--- config.mk ---
export PLATFORM = sky130hd
export DESIGN_NAME = strftime_to_icu_pattern_translator
export DESIGN_NICKNAME = d
export VERILOG_FILES = /design/src/rtl/s2ip_pkg.sv /design/src/rtl/s2ip_front.sv /design/src/rtl/s2ip_fifo.sv /design/src/rtl/s2ip_back.sv /design/src/rtl/strftime_to_icu_pattern_translator.sv
export SDC_FILE = /design/constraint.sdc
export NUM_CORES = 1
export LEC_CHECK = 0
export BUFFER_PORTS_ARGS = -buffer_cell sky130_fd_sc_hd__buf_4
export CAP_MARGIN = 5
export CORE_ASPECT_RATIO = 0.8
export CORE_MARGIN = 2
export CORE_UTILIZATION = 50
export CTS_CLUSTER_DIAMETER = 40
export DETAILED_ROUTE_END_ITERATION = 16
export PLACE_DENSITY = 0.67
export SKIP_LAST_GASP = 1
export SYNTH_ARGS = -nofsm -noshare
export SYNTH_HDL_FRONTEND = slang
export SYNTH_SLANG_ARGS = --single-unit
export TNS_END_PERCENT = 100
--- constraint.sdc ---
create_clock -name clk -period 4.2 [get_ports clk]
set_input_delay 0.63 -clock clk [delete_from_list [all_inputs] [get_ports clk]]
set_output_delay 0.63 -clock clk [all_outputs]
set_load 0.05 [all_outputs]
--- src/rtl/s2ip_pkg.sv ---
// Shared types, character codes and the specifier tables of the format translator.
`timescale 1ns / 1ps
`default_nettype none

package s2ip_pkg;

	localparam logic [7:0] CH_QUOTE  = 8'h27;
	localparam logic [7:0] CH_BSLASH = 8'h5C;
	localparam logic [7:0] CH_PCT    = 8'h25;

	localparam logic [1:0] ST_OK       = 2'd0;
	localparam logic [1:0] ST_DANGLING = 2'd1;
	localparam logic [1:0] ST_BAD_SPEC = 2'd2;

	localparam int unsigned TEXT_BYTES = 24;

	typedef enum logic [1:0] {
		BODY_LIT  = 2'd0,
		BODY_ESC  = 2'd1,
		BODY_SPEC = 2'd2,
		BODY_ERR  = 2'd3
	} body_kind_t;

	// One queued command: everything the back end needs to expand one source byte.
	typedef struct packed {
		logic       open_q;
		logic       close_pre;
		logic       close_post;
		logic       eos;
		logic       warn;
		logic [1:0] status;
		body_kind_t kind;
		logic [7:0] data;
	} cmd_t;

	typedef struct packed {
		logic       hit;
		logic [5:0] idx;
	} spec_hit_t;

	typedef struct packed {
		logic                       approx;
		logic [4:0]                 len;
		logic [TEXT_BYTES*8-1:0]    text;
	} spec_entry_t;

	function automatic spec_hit_t spec_index(input logic [7:0] c);
		spec_hit_t r;
		r.hit = 1'b1;
		case (c)
			"U": r.idx = 6'd0;
			"W": r.idx = 6'd1;
			"g": r.idx = 6'd2;
			"G": r.idx = 6'd3;
			"a": r.idx = 6'd4;
			"A": r.idx = 6'd5;
			"b": r.idx = 6'd6;
			"B": r.idx = 6'd7;
			"c": r.idx = 6'd8;
			"d": r.idx = 6'd9;
			"D": r.idx = 6'd10;
			"e": r.idx = 6'd11;
			"F": r.idx = 6'd12;
			"h": r.idx = 6'd13;
			"H": r.idx = 6'd14;
			"I": r.idx = 6'd15;
			"j": r.idx = 6'd16;
			"m": r.idx = 6'd17;
			"M": r.idx = 6'd18;
			"n": r.idx = 6'd19;
			"p": r.idx = 6'd20;
			"r": r.idx = 6'd21;
			"R": r.idx = 6'd22;
			"S": r.idx = 6'd23;
			"t": r.idx = 6'd24;
			"T": r.idx = 6'd25;
			"u": r.idx = 6'd26;
			"V": r.idx = 6'd27;
			"w": r.idx = 6'd28;
			"x": r.idx = 6'd29;
			"X": r.idx = 6'd30;
			"y": r.idx = 6'd31;
			"Y": r.idx = 6'd32;
			"z": r.idx = 6'd33;
			"Z": r.idx = 6'd34;
			default: begin
				r.hit = 1'b0;
				r.idx = 6'd0;
			end
		endcase
		return r;
	endfunction

	// Text is right-aligned: the first character sits in the highest used byte.
	function automatic spec_entry_t spec_entry(input logic [5:0] idx);
		spec_entry_t e;
		e.approx = 1'b0;
		e.len    = 5'd2;
		e.text   = '0;
		case (idx)
			6'd0:  begin e.approx = 1'b1; e.text = "ww"; end
			6'd1:  begin e.text = "ww"; end
			6'd2:  begin e.approx = 1'b1; e.text = "yy"; end
			6'd3:  begin e.approx = 1'b1; e.len = 5'd1; e.text = "Y"; end
			6'd4:  begin e.len = 5'd3; e.text = "ccc"; end
			6'd5:  begin e.len = 5'd4; e.text = "cccc"; end
			6'd6:  begin e.len = 5'd3; e.text = "MMM"; end
			6'd7:  begin e.len = 5'd4; e.text = "MMMM"; end
			6'd8:  begin
				e.approx = 1'b1;
				e.len    = 5'd23;
				e.text   = "eee MMM d HH:mm:ss yyyy";
			end
			6'd9:  begin e.text = "dd"; end
			6'd10: begin e.len = 5'd8; e.text = "MM/dd/yy"; end
			6'd11: begin e.len = 5'd1; e.text = "d"; end
			6'd12: begin e.len = 5'd10; e.text = "yyyy-MM-dd"; end
			6'd13: begin e.len = 5'd3; e.text = "MMM"; end
			6'd14: begin e.text = "HH"; end
			6'd15: begin e.text = "hh"; end
			6'd16: begin e.len = 5'd1; e.text = "D"; end
			6'd17: begin e.text = "MM"; end
			6'd18: begin e.text = "mm"; end
			6'd19: begin e.len = 5'd1; e.text = "\n"; end
			6'd20: begin e.len = 5'd1; e.text = "a"; end
			6'd21: begin e.approx = 1'b1; e.len = 5'd8; e.text = "hh:mm:ss"; end
			6'd22: begin e.len = 5'd5; e.text = "HH:mm"; end
			6'd23: begin e.text = "ss"; end
			6'd24: begin e.len = 5'd1; e.text = "\t"; end
			6'd25: begin e.len = 5'd8; e.text = "HH:mm:ss"; end
			6'd26: begin e.approx = 1'b1; e.len = 5'd1; e.text = "c"; end
			6'd27: begin e.approx = 1'b1; e.text = "ww"; end
			6'd28: begin e.approx = 1'b1; e.len = 5'd1; e.text = "c"; end
			6'd29: begin e.approx = 1'b1; e.len = 5'd8; e.text = "yy/MM/dd"; end
			6'd30: begin e.approx = 1'b1; e.len = 5'd8; e.text = "HH:mm:ss"; end
			6'd31: begin e.text = "yy"; end
			6'd32: begin e.len = 5'd4; e.text = "yyyy"; end
			6'd33: begin e.len = 5'd1; e.text = "Z"; end
			6'd34: begin e.len = 5'd1; e.text = "z"; end
			default: begin e.len = 5'd1; end
		endcase
		return e;
	endfunction

endpackage

`default_nettype wire

--- src/rtl/s2ip_front.sv ---
// Front end: takes source bytes, tracks the quote, percent and failure flags, issues commands.
`timescale 1ns / 1ps
`default_nettype none

module s2ip_front (
	input  wire logic           clk,
	input  wire logic           arst_n,
	input  wire logic           in_valid,
	output logic                in_stall,
	input  wire logic [7:0]     in_byte,
	input  wire logic           last_in_string,
	input  wire logic           full,
	output logic                push,
	output s2ip_pkg::cmd_t      cmd
);

	logic quote_open_q, percent_pending_q, string_failed_q;
	logic quote_open_d, percent_pending_d, string_failed_d;
	logic accept, err, emits;
	s2ip_pkg::spec_hit_t   lk;
	s2ip_pkg::spec_entry_t ent;

	assign in_stall = full;
	assign accept   = in_valid & ~full;
	assign lk       = s2ip_pkg::spec_index(in_byte);
	assign ent      = s2ip_pkg::spec_entry(lk.idx);

	always_comb begin
		cmd               = '0;
		cmd.kind          = s2ip_pkg::BODY_LIT;
		cmd.status        = s2ip_pkg::ST_OK;
		emits             = 1'b0;
		err               = 1'b0;
		quote_open_d      = quote_open_q;
		percent_pending_d = percent_pending_q;
		string_failed_d   = string_failed_q;
		if (string_failed_q) begin
			if (last_in_string) begin
				quote_open_d      = 1'b0;
				percent_pending_d = 1'b0;
				string_failed_d   = 1'b0;
			end
		end else begin
			if (percent_pending_q) begin
				percent_pending_d = 1'b0;
				emits             = 1'b1;
				if (in_byte == s2ip_pkg::CH_PCT) begin
					cmd.open_q   = ~quote_open_q;
					cmd.data     = s2ip_pkg::CH_PCT;
					quote_open_d = 1'b1;
				end else if (lk.hit) begin
					cmd.close_pre = quote_open_q;
					cmd.kind      = s2ip_pkg::BODY_SPEC;
					cmd.data      = {2'b00, lk.idx};
					cmd.warn      = ent.approx;
					quote_open_d  = 1'b0;
				end else begin
					cmd.kind   = s2ip_pkg::BODY_ERR;
					cmd.status = s2ip_pkg::ST_BAD_SPEC;
					err        = 1'b1;
				end
			end else if (in_byte == s2ip_pkg::CH_QUOTE) begin
				emits        = 1'b1;
				cmd.open_q   = ~quote_open_q;
				cmd.kind     = s2ip_pkg::BODY_ESC;
				quote_open_d = 1'b1;
			end else if (in_byte == s2ip_pkg::CH_PCT) begin
				if (last_in_string) begin
					emits      = 1'b1;
					cmd.kind   = s2ip_pkg::BODY_ERR;
					cmd.status = s2ip_pkg::ST_DANGLING;
					err        = 1'b1;
				end else begin
					percent_pending_d = 1'b1;
				end
			end else begin
				emits        = 1'b1;
				cmd.open_q   = ~quote_open_q;
				cmd.data     = in_byte;
				quote_open_d = 1'b1;
			end

			if (err) begin
				cmd.eos = 1'b1;
				if (last_in_string) begin
					quote_open_d      = 1'b0;
					percent_pending_d = 1'b0;
				end else begin
					string_failed_d = 1'b1;
				end
			end else if (last_in_string) begin
				// Any run still open is closed after the body.
				cmd.close_post    = quote_open_d;
				cmd.eos           = 1'b1;
				quote_open_d      = 1'b0;
				percent_pending_d = 1'b0;
			end
		end
	end

	assign push = accept & emits;

	always_ff @(posedge clk or negedge arst_n) begin
		if (!arst_n) begin
			quote_open_q      <= 1'b0;
			percent_pending_q <= 1'b0;
			string_failed_q   <= 1'b0;
		end else if (accept) begin
			quote_open_q      <= quote_open_d;
			percent_pending_q <= percent_pending_d;
			string_failed_q   <= string_failed_d;
		end
	end

	// A failed string has already consumed its percent, so both flags never coexist.
	a_pending_not_failed: assert property (@(posedge clk) disable iff (!arst_n)
		!(percent_pending_q && string_failed_q))
		else $error("percent pending while string failed");

endmodule

`default_nettype wire

--- src/rtl/s2ip_fifo.sv ---
// Short command queue between the front and back ends.
`timescale 1ns / 1ps
`default_nettype none

module s2ip_fifo #(
	parameter int unsigned DEPTH = 2
) (
	input  wire logic            clk,
	input  wire logic            arst_n,
	input  wire logic            push,
	input  s2ip_pkg::cmd_t       wr_data,
	input  wire logic            pop,
	output s2ip_pkg::cmd_t       rd_data,
	output logic                 full,
	output logic                 empty
);

	localparam int unsigned AW = (DEPTH > 1) ? $clog2(DEPTH) : 1;
	localparam int unsigned CW = $clog2(DEPTH + 1);

	s2ip_pkg::cmd_t entries_q [DEPTH];
	logic [AW-1:0]  wr_ptr_q, rd_ptr_q;
	logic [CW-1:0]  count_q;

	assign full    = (count_q == CW'(DEPTH));
	assign empty   = (count_q == '0);
	assign rd_data = entries_q[rd_ptr_q];

	always_ff @(posedge clk) begin
		if (push) begin
			entries_q[wr_ptr_q] <= wr_data;
		end
	end

	always_ff @(posedge clk or negedge arst_n) begin
		if (!arst_n) begin
			wr_ptr_q <= '0;
			rd_ptr_q <= '0;
			count_q  <= '0;
		end else begin
			if (push) begin
				wr_ptr_q <= (wr_ptr_q == AW'(DEPTH - 1)) ? '0 : wr_ptr_q + 1'b1;
			end
			if (pop) begin
				rd_ptr_q <= (rd_ptr_q == AW'(DEPTH - 1)) ? '0 : rd_ptr_q + 1'b1;
			end
			if (push && !pop) begin
				count_q <= count_q + 1'b1;
			end else if (pop && !push) begin
				count_q <= count_q - 1'b1;
			end
		end
	end

	a_no_overflow: assert property (@(posedge clk) disable iff (!arst_n) !(push && full))
		else $error("command queue overflow");

	a_no_underflow: assert property (@(posedge clk) disable iff (!arst_n) !(pop && empty))
		else $error("command queue underflow");

endmodule

`default_nettype wire

--- src/rtl/s2ip_back.sv ---
// Back end: expands one queued command into result beats through a registered output.
`timescale 1ns / 1ps
`default_nettype none

module s2ip_back (
	input  wire logic           clk,
	input  wire logic           arst_n,
	input  s2ip_pkg::cmd_t      cmd,
	input  wire logic           empty,
	output logic                pop,
	output logic                out_valid,
	input  wire logic           out_stall,
	output logic [7:0]          out_byte,
	output logic                end_of_string,
	output logic [1:0]          status,
	output logic                warn
);

	typedef enum logic [3:0] {
		PH_IDLE = 4'b0001,
		PH_PRE  = 4'b0010,
		PH_BODY = 4'b0100,
		PH_POST = 4'b1000
	} phase_t;

	phase_t                phase_q;
	s2ip_pkg::cmd_t        cur_q;
	logic [4:0]            pos_q;
	s2ip_pkg::spec_entry_t ent;
	logic [4:0]            body_len, sel;
	logic                  body_last, final_item, adv, load;
	logic [7:0]            item_byte;

	logic                  out_valid_q, eos_q, warn_q;
	logic [7:0]            byte_q;
	logic [1:0]            status_q;

	assign ent = s2ip_pkg::spec_entry(cur_q.data[5:0]);
	assign sel = 5'(ent.len - 5'd1 - pos_q);

	always_comb begin
		case (cur_q.kind)
			s2ip_pkg::BODY_ESC:  body_len = 5'd2;
			s2ip_pkg::BODY_SPEC: body_len = ent.len;
			default:             body_len = 5'd1;
		endcase
	end

	assign body_last  = (pos_q == 5'(body_len - 5'd1));
	assign final_item = (phase_q == PH_POST) ||
		((phase_q == PH_BODY) && body_last && !cur_q.close_post);

	always_comb begin
		item_byte = s2ip_pkg::CH_QUOTE;
		if (phase_q == PH_BODY) begin
			case (cur_q.kind)
				s2ip_pkg::BODY_LIT:  item_byte = cur_q.data;
				s2ip_pkg::BODY_ESC:
					item_byte = (pos_q == '0) ? s2ip_pkg::CH_BSLASH : s2ip_pkg::CH_QUOTE;
				s2ip_pkg::BODY_SPEC: item_byte = ent.text[{sel, 3'b000} +: 8];
				default:             item_byte = 8'h00;
			endcase
		end
	end

	assign adv  = (phase_q != PH_IDLE) && (!out_valid_q || !out_stall);
	assign load = ((phase_q == PH_IDLE) || (adv && final_item)) && !empty;
	assign pop  = load;

	always_ff @(posedge clk) begin
		if (load) begin
			cur_q <= cmd;
		end
		if (adv) begin
			byte_q   <= item_byte;
			eos_q    <= final_item & cur_q.eos;
			status_q <= cur_q.status;
			warn_q   <= cur_q.warn;
		end
	end

	always_ff @(posedge clk or negedge arst_n) begin
		if (!arst_n) begin
			phase_q     <= PH_IDLE;
			pos_q       <= '0;
			out_valid_q <= 1'b0;
		end else begin
			if (adv) begin
				out_valid_q <= 1'b1;
			end else if (!out_stall) begin
				out_valid_q <= 1'b0;
			end

			if (load) begin
				phase_q <= (cmd.open_q || cmd.close_pre) ? PH_PRE : PH_BODY;
				pos_q   <= '0;
			end else if (adv) begin
				case (phase_q)
					PH_PRE: begin
						phase_q <= PH_BODY;
						pos_q   <= '0;
					end
					PH_BODY: begin
						if (!body_last) begin
							pos_q <= pos_q + 5'd1;
						end else if (cur_q.close_post) begin
							phase_q <= PH_POST;
						end else begin
							phase_q <= PH_IDLE;
						end
					end
					default: phase_q <= PH_IDLE;
				endcase
			end
		end
	end

	assign out_valid     = out_valid_q;
	assign out_byte      = byte_q;
	assign end_of_string = eos_q;
	assign status        = status_q;
	assign warn          = warn_q;

	// An error beat is always a lone zero byte that closes its string.
	a_error_beat: assert property (@(posedge clk) disable iff (!arst_n)
		(out_valid && status != s2ip_pkg::ST_OK) |-> (out_byte == 8'h00 && end_of_string))
		else $error("error beat malformed");

	a_body_in_range: assert property (@(posedge clk) disable iff (!arst_n)
		(phase_q == PH_BODY) |-> (pos_q < body_len))
		else $error("body position beyond expansion length");

endmodule

`default_nettype wire

--- src/rtl/strftime_to_icu_pattern_translator.sv ---
// A taken byte is written into the command queue and loaded by the expansion unit,
// which drives its beats through the output register. Throughput: one result beat
// per cycle while out_stall is low; a byte gives 0 to 24 beats, 1 to 3 for plain text.
// Source bytes are taken one per cycle while the command queue has room.
// Reset clears the string flags, the command queue and the output valid flag at once.
`timescale 1ns / 1ps
`default_nettype none

module strftime_to_icu_pattern_translator #(
	parameter int unsigned QUEUE_DEPTH = 2
) (
	input  wire logic        clk,
	input  wire logic        arst_n,
	input  wire logic        in_valid,
	output logic             in_stall,
	input  wire logic [7:0]  in_byte,
	input  wire logic        last_in_string,
	output logic             out_valid,
	input  wire logic        out_stall,
	output logic [7:0]       out_byte,
	output logic             end_of_string,
	output logic [1:0]       status,
	output logic             warn
);

	s2ip_pkg::cmd_t push_cmd, pop_cmd;
	logic           push, pop, full, empty;

	s2ip_front u_front (
		.clk            (clk),
		.arst_n         (arst_n),
		.in_valid       (in_valid),
		.in_stall       (in_stall),
		.in_byte        (in_byte),
		.last_in_string (last_in_string),
		.full           (full),
		.push           (push),
		.cmd            (push_cmd)
	);

	s2ip_fifo #(
		.DEPTH (QUEUE_DEPTH)
	) u_fifo (
		.clk     (clk),
		.arst_n  (arst_n),
		.push    (push),
		.wr_data (push_cmd),
		.pop     (pop),
		.rd_data (pop_cmd),
		.full    (full),
		.empty   (empty)
	);

	s2ip_back u_back (
		.clk           (clk),
		.arst_n        (arst_n),
		.cmd           (pop_cmd),
		.empty         (empty),
		.pop           (pop),
		.out_valid     (out_valid),
		.out_stall     (out_stall),
		.out_byte      (out_byte),
		.end_of_string (end_of_string),
		.status        (status),
		.warn          (warn)
	);

endmodule

`default_nettype wire
==> flow_metrics.tcl <==
set metrics [dict create \
    area_delta_synth_final_pct 12.6 \
    required_ns 4.45 \
    power_density_nw_per_um2 910 \
    clkPwrFrac 0.115 \
    path_max_fanout 10 \
    final_cell_mix "nor2_1 (79), buf_4 (67), a21oi_1 (61), edfxtp_1 (61), nand2_1 (57)" \
    synthCells 784 \
    clock_latency_ns 0.34 \
    setup_viol 0 \
    ys.flop_type "edfxtp_1" \
    wl_per_cell_um 20.6 \
    htreeDepth 3 \
    leakagePower_nw 2.66 \
    slew-limit-headroom 0.278 \
    place_hpwl_um 14900 \
    clockBufferDepth 2 \
    status "finished clean" \
    ys_ff_latch 78 \
    port_buffers 26 \
    die_y_um 106 \
    ant_nets 0 \
    routed_wl_um 20300 \
    cp-end-kind "flip-flop" \
    num_antenna_cells 0 \
    drt-pass1-iter-count 6 \
    p_sw_mw 3.42 \
    whs_ns 0.167 \
    internal_power_mw 3.30 \
    cp_slowest_stage_delay_ns 0.51 \
    switching_share 0.509 \
    synth_edf_count 61 \
    grt_max_degree 35 \
    die_w_um 132 \
    path_cells "buf_4 > and2_1 > a32oi_2 > a211oi_1 > or2_2 > ha_1 > and3_1 > a2111oi_2 > o211ai_1 > or3b_1 > nor4_4 > o21ai_2 > ha_1 > xor2_1 > nor2_1 > xor2_1" \
    vias_per_cell 6.59 \
    layout-drive-gt1-share 0.158 \
    rsz0062_at_grt "yes" \
    tns_ns 0 \
    grt_use_total 0.291 \
    rows 37 \
    ys_types 84 \
    cts_buffers 9 \
    slew_viol_final 0 \
    rr_startpoint "u_back.cur_q[3]" \
    antenna_found_initial 0 \
    rrSetupSlack_ns 0.23 \
    crit_buf_inv 1 \
    worst_path_max_delay_cell "edfxtp_1" \
    grt_pass1_vias 6109 \
    dieArea_um2 14100 \
    finClkSkew_ns 0.00582 \
    grt_pass1_wl_um 32500 \
    place_congestion 0.951 \
    crit_path_start_kind "flip-flop" \
    core_region_area_um2 12800 \
    pwr-share-comb 0.684 \
    final_util 0.576 \
    hold_violations 0 \
    path_delay_family "simple AND/OR/NAND/NOR gates" \
    stdcell_count 985 \
    reg2regPathDepth 16 \
    pin_count 27 \
    root_buffer "clkbuf_16" \
    sequentialPowerShare 0.202 \
    final_nets 831 \
    synthArstFlopShare 0.218 \
    ir_worst_vdd_uv 441 \
    start_util 0.512 \
    max_cap_violations 0 \
    final.period_utilization 0.946 \
    clkSinkCount 78 \
    cts_tree "built" \
    critical_path_class "reg -> reg" \
    yosys_warnings 0 \
    netlist_area_um2 6560 \
    syn-num-nets 810 \
    r2r_end "u_fifo.count_q[1]" \
    placed_cells 964 \
    final_common_cell "nor2_1" \
    globalRoute.totalOverflow 0 \
    drcViolationCount 0 \
    clkTransAtPathRegs_ns 0.06 \
    worst_pin_slew_ns 1.08 \
    period_minus_slack_ns 3.97 \
    timing.fmax_mhz 252 \
    drtIter0Drc 681 \
    holdCritPathClass "in -> async" \
    vias 6491 \
    avgSynthCellArea_um2 8.37 \
    worstPathArrival_ns 4.23 \
    synth_seq_area_share 0.344 \
    setup.worst_path.start "u_back.cur_q[3]" \
]
-- power by group through the flow --
stage                     sequential [mW]  combinational, mW  clock (mW)
after floorplan                      1.44               2.90           0
after global placement               1.36               4.39           0
after detailed placement             1.37               4.36           0
after CTS                            1.36               4.39       0.783
after global routing                 1.39               4.92       0.813
final                                1.36               4.60       0.771
-- layout make-up --
| class | instances | area, um^2 |
|---|---|---|
| repair buffers | 69 | 543 |
| fillers | 1136 | 5440 |
| well taps | 175 | 219 |
| clock inverters | 6 | 70.1 |
| multi-input cells | 622 | 3980 |
| inverters | 25 | 93.8 |
| flip-flops and latches | 78 | 2260 |
| clock buffers | 10 | 229 |
-- cells in the mapped netlist, types with 4 or more instances --
cell type	instances	area share
a22oi_1	11	0.013
a211o_1	4	0.0053
nor2_1	79	0.045
mux2_2	18	0.031
a311oi_1	4	0.0053
nand2b_1	25	0.024
dfrtp_1	16	0.061
o32ai_1	5	0.0067
and3_1	7	0.0067
mux2i_1	4	0.0061
nand2_1	57	0.033
o21ai_1	4	0.0031
nor4_1	8	0.0076
nor2b_1	18	0.017
nor3b_1	5	0.0057
nor3_1	27	0.021
o2111ai_1	4	0.0053
o21ai_0	53	0.040
o31ai_1	6	0.0069
a2111oi_0	4	0.0053
a21o_1	8	0.0092
ha_1	12	0.023
buf_1	7	0.0040
or3_1	5	0.0048
nand3_1	26	0.020
o32a_1	4	0.0061
nand4_1	4	0.0038
xnor2_1	14	0.019
inv_1	24	0.014
a31oi_1	15	0.014
a211oi_1	10	0.011
clkbuf_1	39	0.022
buf_2	8	0.0061
o211ai_1	16	0.018
o22ai_1	11	0.010
edfxtp_1	61	0.28
and2_1	13	0.012
xor2_1	10	0.013
a21oi_1	61	0.047
-- worst max-delay path by stage --
stage / slack [ns] / cells after the start / to
floorplan: 0.53 / 15 / u_back.cur_q[0]
global placement: 0.10 / 14 / u_back.out_byte[1]
detailed placement: 0.17 / 15 / u_back.out_byte[1]
CTS: 0.15 / 14 / u_back.out_byte[1]
global route: -0.08 / 16 / u_fifo.count_q[1]
finish: 0.23 / 16 / u_fifo.count_q[1]
-- timing repair --
item                                    CTS  global route
endpoints found under the setup margin    0            15
gates resized for setup                   0             4
hold endpoints to repair                  0             0
setup buffers                             0             5
hold buffers                              0             0
-- sequential cells by signal (all words and copies together), names as in the netlist --
register / flops
u_fifo.entries_q: 34
u_back.cur_q: 15
u_back.out_byte: 8
u_back.pos_q: 5
u_back.phase_q: 4
u_back.status: 2
u_fifo.count_q: 2
u_back.end_of_string: 1
u_back.out_valid: 1
u_back.warn: 1
u_fifo.rd_ptr_q: 1
u_fifo.wr_ptr_q: 1
u_front.percent_pending_q: 1
u_front.quote_open_q: 1
u_front.string_failed_q: 1
-- metrics by stage --
stage,worst slack [ns],instance area [um^2],power (mW)
detailed placement,0.170,7030,5.74
global placement,0.105,7030,5.75
floorplan,0.526,6560,4.34
global route,-0.0821,7390,7.12
CTS,0.149,7330,6.53
finish,0.226,7390,6.72
-- worst register-to-register path: stages, from the launching register on --
cell       delay, ns
edfxtp_1        0.51
buf_4           0.23
and2_1          0.19
a32oi_2         0.22
a211oi_1        0.13
or2_2           0.33
ha_1            0.25
and3_1          0.21
a2111oi_2       0.21
o211ai_1        0.17
or3b_1          0.42
nor4_4          0.19
o21ai_2         0.17
ha_1            0.22
xor2_1          0.14
nor2_1          0.12
xor2_1          0.17
-- kinds of logic (layout without fill, tap and decap cells) --
group,Yosys count,count (layout),synth area share
AOI/OAI and AO/OA,260,260,0.267
xor gates and xnor gates,24,24,0.0320
adders and majority gates,13,13,0.0259
buffers and inverters,84,110,0.0541
DFF,78,78,0.344
muxes,22,22,0.0370
and+or+nand+nor,303,303,0.240
-- metal layers --
layer,GRT usage,up-vias,part of all wire
met5,0,-,0
met4,0.0807,0,0.018
met3,0.0615,33,0.094
met2,0.471,378,0.46
met1,0.395,3082,0.43
li1,-,2998,-
Power figures use the tool's default switching activity.
